### src/hdl/lkv_pkg.sv
// ----------------------------------------------------------------------------
// lkv_pkg: shared types and constants for the LRU key-value cache
// Holds the controller states, the command/status bundles between the
// controller and the datapath, operation codes and default sizes.
// ----------------------------------------------------------------------------
`default_nettype none

package lkv_pkg;

  // Default built depth of the cache
  localparam int DEF_MAX_ENTRIES = 16;

  // Fixed field widths
  localparam int KEY_W = 32;
  localparam int VAL_W = 32;
  localparam int CFG_W = 5;

  // Capacity register value after reset
  localparam logic [CFG_W-1:0] CAP_RESET = 5'd16;

  // Operation codes
  localparam logic CMD_GET = 1'b0;
  localparam logic CMD_PUT = 1'b1;

  // Controller states
  typedef enum logic [1:0] {
    ST_IDLE,
    ST_SCAN,
    ST_LAST,
    ST_RESOLVE
  } state_t;

  // Commands from controller to datapath
  typedef struct packed {
    logic load;    // capture the input word, restart the search
    logic scan;    // read the entry at the scan index, advance
    logic commit;  // apply the update and load the result register
  } ctrl_cmd_t;

  // Status from datapath to controller
  typedef struct packed {
    logic scan_last;  // scan index sits on the last entry
    logic out_free;   // result register can take a new word this cycle
  } dp_stat_t;

endpackage

`default_nettype wire

### src/hdl/lkv_ram.sv
// ----------------------------------------------------------------------------
// lkv_ram: generic simple dual-port RAM
// One write port and one read port, read data registered.
// ----------------------------------------------------------------------------
`default_nettype none

module lkv_ram #(
  parameter int WIDTH = 64,
  parameter int DEPTH = 16
) (
  input  wire logic                                    clk,
  input  wire logic                                    we,
  input  wire logic [((DEPTH > 1) ? $clog2(DEPTH) : 1)-1:0] wr_addr,
  input  wire logic [WIDTH-1:0]                        wr_data,
  input  wire logic                                    re,
  input  wire logic [((DEPTH > 1) ? $clog2(DEPTH) : 1)-1:0] rd_addr,
  output logic      [WIDTH-1:0]                        rd_data
);

  logic [WIDTH-1:0] mem [DEPTH];

  // Write port
  always_ff @(posedge clk) begin
    if (we) begin
      mem[wr_addr] <= wr_data;
    end
  end

  // Registered read port
  always_ff @(posedge clk) begin
    if (re) begin
      rd_data <= mem[rd_addr];
    end
  end

endmodule

`default_nettype wire

### src/hdl/lkv_ctrl.sv
// ----------------------------------------------------------------------------
// lkv_ctrl: operation sequencer for the LRU key-value cache
// Accepts one word, sweeps every entry once, then commits the update and
// hands the result to the output register.
// ----------------------------------------------------------------------------
`default_nettype none

module lkv_ctrl (
  input  wire logic              clk,
  input  wire logic              rst_n,
  input  wire logic              in_valid,
  output logic                   in_ready,
  input  wire lkv_pkg::dp_stat_t stat,
  output lkv_pkg::ctrl_cmd_t     cmd
);

  import lkv_pkg::*;

  state_t state_r;
  state_t state_nxt;

  // State register
  always_ff @(posedge clk) begin
    if (!rst_n) begin
      state_r <= ST_IDLE;
    end else begin
      state_r <= state_nxt;
    end
  end

  // Next state and commands
  always_comb begin
    state_nxt  = state_r;
    in_ready   = 1'b0;
    cmd        = '0;
    unique case (state_r)
      ST_IDLE: begin
        in_ready = 1'b1;
        if (in_valid) begin
          cmd.load  = 1'b1;
          state_nxt = ST_SCAN;
        end
      end
      ST_SCAN: begin
        cmd.scan = 1'b1;
        if (stat.scan_last) begin
          state_nxt = ST_LAST;
        end
      end
      ST_LAST: begin
        // last entry is being checked this cycle
        state_nxt = ST_RESOLVE;
      end
      ST_RESOLVE: begin
        // hold until the result register can take the word
        if (stat.out_free) begin
          cmd.commit = 1'b1;
          state_nxt  = ST_IDLE;
        end
      end
      default: begin
        state_nxt = ST_IDLE;
      end
    endcase
  end

endmodule

`default_nettype wire

### src/hdl/lkv_dpath.sv
// ----------------------------------------------------------------------------
// lkv_dpath: storage, search and update datapath of the LRU key-value cache
// Keys and values live in a RAM that is swept one entry a cycle; valid
// bits, recency ranks and occupancy live in flops and update in parallel.
// ----------------------------------------------------------------------------
`default_nettype none

module lkv_dpath #(
  parameter int MAX_ENTRIES = lkv_pkg::DEF_MAX_ENTRIES
) (
  input  wire logic                         clk,
  input  wire logic                         rst_n,
  input  wire lkv_pkg::ctrl_cmd_t           cmd,
  output lkv_pkg::dp_stat_t                 stat,
  input  wire logic                         in_cmd,
  input  wire logic signed [lkv_pkg::KEY_W-1:0] in_lookup_key,
  input  wire logic signed [lkv_pkg::VAL_W-1:0] in_write_value,
  input  wire logic                         cfg_we,
  input  wire logic [lkv_pkg::CFG_W-1:0]    cfg_wdata,
  output logic                              out_valid,
  input  wire logic                         out_ready,
  output logic                              out_hit,
  output logic signed [lkv_pkg::VAL_W-1:0]  out_read_value
);

  import lkv_pkg::*;

  localparam int IW   = (MAX_ENTRIES > 1) ? $clog2(MAX_ENTRIES) : 1;
  localparam int OW   = $clog2(MAX_ENTRIES + 1);
  localparam int CMPW = (OW > CFG_W) ? OW : CFG_W;
  localparam int DW   = KEY_W + VAL_W;

  // Configuration and item registers
  logic [CFG_W-1:0] cap_r;
  logic             cmd_r;
  logic [KEY_W-1:0] key_r;
  logic [VAL_W-1:0] val_r;

  // Scan pipeline
  logic [IW-1:0]    scan_idx_r;
  logic             chk_vld_r;
  logic [IW-1:0]    chk_idx_r;
  logic [DW-1:0]    rd_data;

  // Search results
  logic             found_r;
  logic [IW-1:0]    match_r;
  logic [VAL_W-1:0] hit_val_r;
  logic             have_free_r;
  logic [IW-1:0]    free_r;
  logic             have_lru_r;
  logic [IW-1:0]    lru_r;

  // Entry state
  logic [MAX_ENTRIES-1:0] valid_r;
  logic [MAX_ENTRIES-1:0] valid_nxt;
  logic [IW-1:0]          rank_r   [MAX_ENTRIES];
  logic [IW-1:0]          rank_nxt [MAX_ENTRIES];
  logic [OW-1:0]          occ_r;
  logic [OW-1:0]          occ_nxt;
  logic [OW-1:0]          occ_m1;

  // Result register
  logic                    out_valid_r;
  logic                    out_hit_r;
  logic signed [VAL_W-1:0] out_read_value_r;

  // Update decode
  logic             do_touch;
  logic             do_fill;
  logic [IW-1:0]    touch_idx;
  logic [IW-1:0]    touch_rank;
  logic             ram_we;
  logic [IW-1:0]    ram_wr_addr;
  logic [CMPW-1:0]  cap_ext;
  logic [CMPW-1:0]  max_ext;
  logic [CMPW-1:0]  cap_eff;
  logic [CMPW-1:0]  occ_ext;
  logic             chk_valid;
  logic             chk_key_eq;
  logic             chk_is_lru;

  // Key/value store
  lkv_ram #(
    .WIDTH (DW),
    .DEPTH (MAX_ENTRIES)
  ) u_kv_ram (
    .clk     (clk),
    .we      (ram_we),
    .wr_addr (ram_wr_addr),
    .wr_data ({key_r, val_r}),
    .re      (cmd.scan),
    .rd_addr (scan_idx_r),
    .rd_data (rd_data)
  );

  // Capacity clamped to the built depth
  always_comb begin
    cap_ext = CMPW'(cap_r);
    max_ext = CMPW'(MAX_ENTRIES);
    cap_eff = (cap_ext > max_ext) ? max_ext : cap_ext;
    occ_ext = CMPW'(occ_r);
    occ_m1  = occ_r - 1'b1;
  end

  // Check the entry coming out of the RAM
  always_comb begin
    chk_valid  = valid_r[chk_idx_r];
    chk_key_eq = (rd_data[DW-1:VAL_W] == key_r);
    chk_is_lru = (OW'(rank_r[chk_idx_r]) == occ_m1);
  end

  // Decide the update for this operation
  always_comb begin
    do_touch    = 1'b0;
    do_fill     = 1'b0;
    touch_idx   = match_r;
    ram_we      = 1'b0;
    ram_wr_addr = match_r;
    if (cmd.commit) begin
      if (found_r) begin
        do_touch    = 1'b1;
        ram_we      = (cmd_r == CMD_PUT);
      end else if (cmd_r == CMD_PUT) begin
        if (cap_eff == '0) begin
          // zero capacity: drop the new key
          do_fill = 1'b0;
        end else if ((occ_ext < cap_eff) && have_free_r) begin
          do_fill     = 1'b1;
          ram_we      = 1'b1;
          ram_wr_addr = free_r;
        end else if (have_lru_r) begin
          do_touch    = 1'b1;
          touch_idx   = lru_r;
          ram_we      = 1'b1;
          ram_wr_addr = lru_r;
        end
      end
    end
    touch_rank = rank_r[touch_idx];
  end

  // Age ranks and mark the filled entry, one lane per entry
  always_comb begin
    for (int i = 0; i < MAX_ENTRIES; i++) begin
      rank_nxt[i]  = rank_r[i];
      valid_nxt[i] = valid_r[i];
      if (do_touch) begin
        if (IW'(i) == touch_idx) begin
          rank_nxt[i] = '0;
        end else if (valid_r[i] && (rank_r[i] < touch_rank)) begin
          rank_nxt[i] = IW'(rank_r[i] + 1'b1);
        end
      end
      if (do_fill) begin
        if (valid_r[i]) begin
          rank_nxt[i] = IW'(rank_r[i] + 1'b1);
        end else if (IW'(i) == free_r) begin
          rank_nxt[i]  = '0;
          valid_nxt[i] = 1'b1;
        end
      end
    end
    occ_nxt = occ_r + OW'(do_fill);
  end

  // Capture the input word
  always_ff @(posedge clk) begin
    if (cmd.load) begin
      cmd_r <= in_cmd;
      key_r <= in_lookup_key;
      val_r <= in_write_value;
    end
  end

  // Capture search payloads
  always_ff @(posedge clk) begin
    if (chk_vld_r && chk_valid && !found_r && chk_key_eq) begin
      match_r   <= chk_idx_r;
      hit_val_r <= rd_data[VAL_W-1:0];
    end
    if (chk_vld_r && chk_valid && chk_is_lru) begin
      lru_r <= chk_idx_r;
    end
    if (chk_vld_r && !chk_valid && !have_free_r) begin
      free_r <= chk_idx_r;
    end
    chk_idx_r <= scan_idx_r;
  end

  // Scan control and search flags
  always_ff @(posedge clk) begin
    if (!rst_n) begin
      scan_idx_r  <= '0;
      chk_vld_r   <= 1'b0;
      found_r     <= 1'b0;
      have_free_r <= 1'b0;
      have_lru_r  <= 1'b0;
    end else begin
      chk_vld_r <= cmd.scan;
      if (cmd.load) begin
        scan_idx_r  <= '0;
        found_r     <= 1'b0;
        have_free_r <= 1'b0;
        have_lru_r  <= 1'b0;
      end else begin
        if (cmd.scan) begin
          scan_idx_r <= IW'(scan_idx_r + 1'b1);
        end
        if (chk_vld_r && chk_valid && chk_key_eq) begin
          found_r <= 1'b1;
        end
        if (chk_vld_r && chk_valid && chk_is_lru) begin
          have_lru_r <= 1'b1;
        end
        if (chk_vld_r && !chk_valid) begin
          have_free_r <= 1'b1;
        end
      end
    end
  end

  // Entry state and capacity register
  always_ff @(posedge clk) begin
    if (!rst_n) begin
      cap_r   <= CAP_RESET;
      valid_r <= '0;
      occ_r   <= '0;
      for (int i = 0; i < MAX_ENTRIES; i++) begin
        rank_r[i] <= '0;
      end
    end else begin
      if (cfg_we) begin
        cap_r <= cfg_wdata;
      end
      valid_r <= valid_nxt;
      occ_r   <= occ_nxt;
      for (int i = 0; i < MAX_ENTRIES; i++) begin
        rank_r[i] <= rank_nxt[i];
      end
    end
  end

  // Result register: load on commit, drop when taken
  always_ff @(posedge clk) begin
    if (!rst_n) begin
      out_valid_r <= 1'b0;
    end else if (cmd.commit) begin
      out_valid_r <= 1'b1;
    end else if (out_ready) begin
      out_valid_r <= 1'b0;
    end
  end

  always_ff @(posedge clk) begin
    if (cmd.commit) begin
      out_hit_r        <= found_r;
      out_read_value_r <= ((cmd_r == CMD_GET) && found_r) ? hit_val_r : '0;
    end
  end

  always_comb begin
    stat.scan_last = (scan_idx_r == IW'(MAX_ENTRIES - 1));
    stat.out_free  = !out_valid_r || out_ready;
    out_valid      = out_valid_r;
    out_hit        = out_hit_r;
    out_read_value = out_read_value_r;
  end

`ifndef SYNTHESIS
  // Occupancy tracks the number of valid entries
  a_occ_matches_valid: assert property (@(posedge clk) disable iff (!rst_n)
    $countones(valid_r) == occ_r)
    else $error("occupancy differs from valid entry count");

  // Occupancy never exceeds the built depth
  a_occ_bounded: assert property (@(posedge clk) disable iff (!rst_n)
    occ_ext <= max_ext)
    else $error("occupancy above built depth");

  // A commit always produces a result word
  a_commit_result: assert property (@(posedge clk) disable iff (!rst_n)
    cmd.commit |=> out_valid_r)
    else $error("commit did not load the result register");

  // A get never changes occupancy
  a_get_keeps_occ: assert property (@(posedge clk) disable iff (!rst_n)
    (cmd.commit && (cmd_r == CMD_GET)) |=> $stable(occ_r))
    else $error("get changed occupancy");
`endif

endmodule

`default_nettype wire

### src/hdl/lru_key_value_cache.sv
// Each accepted word sweeps every entry of the key/value RAM through its single
// read port, then commits its update and loads the result register; a new word
// is not accepted until that commit, which waits while an older result is untaken.
// The next word is taken while a finished result waits in the output register.
// Reset (rst_n, synchronous, active low) empties the cache and sets capacity 16.
// ----------------------------------------------------------------------------
// lru_key_value_cache: fully associative key-value cache with LRU replacement
// Get returns the stored value on a hit; put overwrites, fills a free entry or
// replaces the LRU one; zero capacity drops new keys. Controller plus datapath.
// ----------------------------------------------------------------------------
`default_nettype none

module lru_key_value_cache #(
  parameter int MAX_ENTRIES = lkv_pkg::DEF_MAX_ENTRIES
) (
  input  wire logic                             clk,
  input  wire logic                             rst_n,
  input  wire logic                             in_valid,
  output logic                                  in_ready,
  input  wire logic                             in_cmd,
  input  wire logic signed [lkv_pkg::KEY_W-1:0] in_lookup_key,
  input  wire logic signed [lkv_pkg::VAL_W-1:0] in_write_value,
  output logic                                  out_valid,
  input  wire logic                             out_ready,
  output logic                                  out_hit,
  output logic signed [lkv_pkg::VAL_W-1:0]      out_read_value,
  input  wire logic                             cfg_we,
  input  wire logic [lkv_pkg::CFG_W-1:0]        cfg_wdata
);

  import lkv_pkg::*;

  ctrl_cmd_t cmd;
  dp_stat_t  stat;

  // Sequencer
  lkv_ctrl u_ctrl (
    .clk      (clk),
    .rst_n    (rst_n),
    .in_valid (in_valid),
    .in_ready (in_ready),
    .stat     (stat),
    .cmd      (cmd)
  );

  // Storage and update datapath
  lkv_dpath #(
    .MAX_ENTRIES (MAX_ENTRIES)
  ) u_dpath (
    .clk            (clk),
    .rst_n          (rst_n),
    .cmd            (cmd),
    .stat           (stat),
    .in_cmd         (in_cmd),
    .in_lookup_key  (in_lookup_key),
    .in_write_value (in_write_value),
    .cfg_we         (cfg_we),
    .cfg_wdata      (cfg_wdata),
    .out_valid      (out_valid),
    .out_ready      (out_ready),
    .out_hit        (out_hit),
    .out_read_value (out_read_value)
  );

endmodule

`default_nettype wire

### config.mk
export PLATFORM = sky130hd
export DESIGN_NAME = lru_key_value_cache
export DESIGN_NICKNAME = d
export VERILOG_FILES = /design/src/hdl/lkv_pkg.sv /design/src/hdl/lkv_ram.sv /design/src/hdl/lkv_ctrl.sv /design/src/hdl/lkv_dpath.sv /design/src/hdl/lru_key_value_cache.sv
export SDC_FILE = /design/constraint.sdc
export NUM_CORES = 2
export LEC_CHECK = 0
export ABC_AREA = 1
export BUFFER_PORTS_ARGS = -buffer_cell sky130_fd_sc_hd__buf_2
export CAP_MARGIN = 20
export CORE_AREA = 2 2 500 254
export DETAILED_ROUTE_END_ITERATION = 12
export DIE_AREA = 0 0 502 256
export GPL_ROUTABILITY_DRIVEN = 0
export PLACE_DENSITY_LB_ADDON = 0.2
export RECOVER_POWER = 25
export SLEW_MARGIN = 30
export SYNTH_ARGS = -nofsm -noshare
export SYNTH_HDL_FRONTEND = slang
export SYNTH_SLANG_ARGS = --single-unit
### constraint.sdc
create_clock -name clk -period 17.3 [get_ports clk]
set_input_delay 0.865 -clock clk [delete_from_list [all_inputs] [get_ports clk]]
set_output_delay 0.865 -clock clk [all_outputs]
set_load 0.03 [all_outputs]
# Word-level counts from Yosys, hierarchy flattened

Memories as Yosys holds them, arrays and structs flattened. A register that Yosys moved wholly into a read port is not among the register bits.
Index checks and enable logic that the tools add are counted.
W data, S select, Z words.

Bits in registers: 183
RAM bits: 1088
Input bits: 75
Output and inout bits: 35
Word-level logic and storage cells: 344
Memories kept: 2

Add/sub/neg operators: 19
Magnitude comparators: 19
Eq/ne operators: 39
Muxes and demuxes: 190
Bitwise logic cells: 18
Reduce and logical (&&, ||, !) cells: 37

Memories:

| memory               | depth | bits a word | rd ports | clocked after memory_dff | wr ports | line            | text |
|---|---|---|---|---|---|---|---|
| u_dpath.u_kv_ram.mem | 16    | 64          | 1        | 1                        | 1        | lkv_ram.sv:20   | `logic [WIDTH-1:0] mem [DEPTH];` |
| u_dpath.rank_r       | 16    | 4           | 18       | 1                        | 16       | lkv_dpath.sv:57 | `logic [IW-1:0] rank_r [MAX_ENTRIES];` |

Operators by type and width:

| operator              | number |
|---|---|
| $mux W4               | 123 |
| $add A4 B1 Y4 const B | 17 |
| $eq A4 B4 Y1 const A  | 16 |
| $lt A4 B4 Y1          | 16 |
| $mux W1               | 61 |
| $eq A3 B4 Y1 const A  | 8 |
| $eq A32 B32 Y1        | 1 |
| $logic_and A1 B1 Y1   | 25 |
| $eq A2 B4 Y1 const A  | 4 |
| $or A1 B1 Y1          | 16 |
| $eq A1 B4 Y1 const A  | 2 |
| $logic_not A4 Y1      | 2 |
| $pmux W2 S4           | 1 |
| $mux W2               | 3 |
| $ne A2 B2 Y1 const B  | 3 |
| $add A5 B1 Y5         | 1 |
| $eq A4 B5 Y1          | 1 |
| $gt A5 B5 Y1 const B  | 1 |
| $logic_not A5 Y1      | 1 |
| $lt A4 B5 Y1 const B  | 1 |
| $lt A5 B5 Y1          | 1 |
| $mux W5               | 1 |
| $sub A5 B1 Y5 const B | 1 |
| $bmux W1 S4           | 1 |
| 10 further kinds      | 15 |

# Logic depth before layout (Yosys ltp)

An unclocked memory read counts as a cell.

Word-level depth: 19
Gate-level depth with buffers: 31
Depth with buffers taken out: 30

# Hierarchy

From an unflattened synthesis, not the netlist that was laid out.

Cells, all modules: 5975
Area, all modules: 60007.6 sq um

Modules (own cells, without submodules):

| module    | times used | cells an instance | area each (sq um) | sequential area each (sq um) |
|---|---|---|---|---|
| lkv_ram   | 1          | 4210              | 45926.5           | 32671.3 |
| lkv_dpath | 1          | 1737              | 13897.1           | 6326.1 |
| lkv_ctrl  | 1          | 28                | 183.9             | 40.0 |

# Worst setup path before layout

No wires, ideal clock.

Path type: input to register
From: input port out_ready
To: memory u_dpath.u_kv_ram.mem[14][0] (enable)
Library setup time: 0.486 ns
Arrival time: 5.988 ns
Data required time: 16.814 ns
Slack: 10.825 ns
Stages: 7
Path buffers: 0
Cell sequence: inv_1 a21oi_1 nand2_1 or2_2 nor2_1 nand2_1 nor2_1

RTL lines:

| item               | line                      | text |
|---|---|---|
| start: declaration | lru_key_value_cache.sv:24 | `input wire logic out_ready,` |
| end: declaration   | lkv_ram.sv:20             |  |

==> flow_summary.yaml <==
die:
  die_x_um: 502
  initial_utilization_pct: 44.6
  coreArea_um2: 124000
  die_h_um: 256
  pin_count: 110
  dieArea_um2: 129000
  rows: 92
pwr:
  leakagePower_nw: 20.7
  ir_drop_mv: 0.0747
  p_total_mw: 7.60
  powerDensity_nw_per_um2: 123
clocking:
  clock_latency_ps: 730
  h-tree-depth: 3
  cts_setup_buffers: 0
  cts_tree: "yes"
  numCtsBuffers: 113
  cts_root_buffer: "clkbuf_16"
  clk_pin_slew_ps: 80
  clk_path_buf_depth: 3
  postCtsHoldBufs: 0
  clock-sinks: 1335
  cts_resized: 0
yosys:
  async_flop_share_pct: 0
  synth_edf_count: 1230
  synth_top_area_share_pct: 66.5
  synthesis.area_um2: 55600
  ys_seq_elements: 1335
  yosysWarnings: 0
  synthCells: 4507
  synth-main-ff-cell: "edfxtp_1"
  synth_top_area_cell: "edfxtp_1"
  ys_types: 50
  synth.area.top_cells: "edfxtp_1 (66%), nor2_1 (4.9%), dfxtp_1 (3.8%)"
  synth.yosys.seq_area_share_pct: 70.3
  avgSynthCellArea_um2: 12.3
  synth_nets: 4658
finish:
  fin_nets: 4705
  fillers: 10900
  drive_gt1_share_pct: 9.02
  layout_common_cells: "edfxtp_1 (1230), nor2_1 (712), nand2_1 (557), o21ai_0 (364), inv_1 (211)"
  fin_util_pct: 49.5
  register_area_um2: 39000
  design_area_um2: 61600
  multi_input_area_um2: 14900
  final_common_cell: "edfxtp_1"
  syn2layout_area_growth_pct: 10.9
run_status:
  status: "finished, violations left"
  failed_checks: "max-capacitance violations, max-slew violations"
timing:
  finalCriticalPeriod_ps: 5230
  drv_slew: 36
  max_slew_margin_pct: -26.7
  hold_viol_final: 0
  worst_hold_slack_ps: 306
  min_period_over_period_pct: 30.2
  rsz0062_at_grt: "no"
  skew_ps: 24.1
  fmax_mhz: 191
  setup_tns_ps: 0
  finalSetupViolCount: 0
  worstMarginPinSlew_ps: 1900
min_path:
  hold_class: "in2reg"
drt:
  firstDrtPassIters: 9
  drc: 0
  num_vias: 36100
  drtAntennaViolNets: 0
  drt_wl_total_um: 151000
  viasPerCell: 5.70
  avgRoutedWirePerCell_um: 23.9
  initialDrtViolationCount: 5172
placement:
  dpl_cell_area_um2: 58000
  portBuffers: 109
  dp_hpwl_um: 91300
global_route:
  grt_overflow: 0
  antenna_found_initial: 2
  grt_pass1_vias: 33300
  grt_usage_pct: 23.3
  grt_pass1_wl_um: 224000
  grt_max_degree: 186
worst_setup_path:
  cp.required_ps: 17870
  crit_path_start_kind: "flip-flop"
  crit_type: "reg2reg"
  cp_max_fo: 16
  arrival_ps: 5800
  end_kind: "flip-flop"
flow_run:
  max-cap-violations: 1
## through the flow
step           std cells  setup slack [ps]
3_5_place_dp        6131             12160
5_1_grt             6338             11750
3_3_place_gp        6131             12260
4_1_cts             6337             12260
2_1_floorplan       4507             10830
6_report            6338             12070
## state kept, by name, indices dropped and copies added (netlist names), 16 cells and up
name	count
u_dpath.out_read_value	32
u_dpath.u_kv_ram.mem	1024
u_dpath.valid_r	16
u_dpath.val_r	32
u_dpath.key_r	32
u_dpath.rank_r	64
u_dpath.hit_val_r	32
u_dpath.u_kv_ram.rd_data	64
## cell type report
| class | count | share of cell area, % |
|---|---|---|
| Multi-Input combinational cell | 2702 | 24.2 |
| Sequential cell | 1335 | 63.4 |
| Clock inverter | 78 | 1.18 |
| Clock buffer | 128 | 4.72 |
| Timing Repair Buffer | 173 | 1.67 |
| Inverter | 229 | 1.42 |
| Tap cell | 1692 | 3.44 |
| Antenna cell | 1 | 0.00406 |
## critical path, cell delays in order, from the launching register on
cell and delay [ps]:
dfxtp_1 330, nor2_1 160, nand2_2 90, nand2_1 80
nand2_1 60, ha_1 290, nand2_1 50, nor2_1 130
nand2_2 80, nand3_4 150, nand3_2 210, nand2_2 200
nor2_1 80, inv_1 400, o22ai_1 180, o21ai_0 220
nand4_1 530, buf_4 430, ha_1 310, a211oi_1 480
nand2_1 220, nand2_1 100, nand2_1 50, nand2_1 60
nand2_1 50, nand2_1 50, a21oi_1 70
## kinds of logic after synthesis
family / after synthesis / share of synthesized area [%]
AO/OA/AOI/OAI: 873 / 10.1
flip-flops: 1335 / 70.3
multiplexers: 106 / 1.91
AND/OR/NAND/NOR: 1583 / 11.8
buffers and inverters: 470 / 3.20
adder cells (fa/ha/maj): 76 / 1.71
XOR/XNOR: 64 / 1.01
## synth_stat cells (all sizes together) (6+ instances only)
master  number
a211oi      17
buf         28
dfxtp      105
inv        227
o221ai     112
xnor2       26
a21boi       6
nand2      588
o211ai      29
ha          76
nor2       737
o21ai      379
nor3         9
a21oi      139
o22ai       27
nand3      198
edfxtp    1230
nand4       25
nand3b      18
o32ai      153
xor2        38
or2          6
clkbuf     213
mux2i      106
## worst paths after layout
kind / from / to / slack, ps / cells after the start
min: in_lookup_key[11] / u_dpath.key_r[11] / 310 / 1
min reg2reg: u_dpath.u_kv_ram.rd_data[21] / u_dpath.hit_val_r[21] / 420 / 0
max: u_dpath.cap_ext[2] / u_dpath.rank_r[9][2] / 12070 / 26
max reg2reg: u_dpath.cap_ext[2] / u_dpath.rank_r[9][2] / 12070 / 26
## metal layers
metal	vias up	wire length, um	track usage, %
met5	-	0	0
met4	0	3040	5.30
li1	16500	-	-
met3	177	17100	7.13
met1	17700	73400	38.1
met2	1662	57800	29.5
## power by group
group / internal, mW / switching, mW
clock: 1.38 / 1.19
sequential: 3.79 / 0.181
combinational: 0.294 / 0.773
Power figures use the tool's default switching activity.
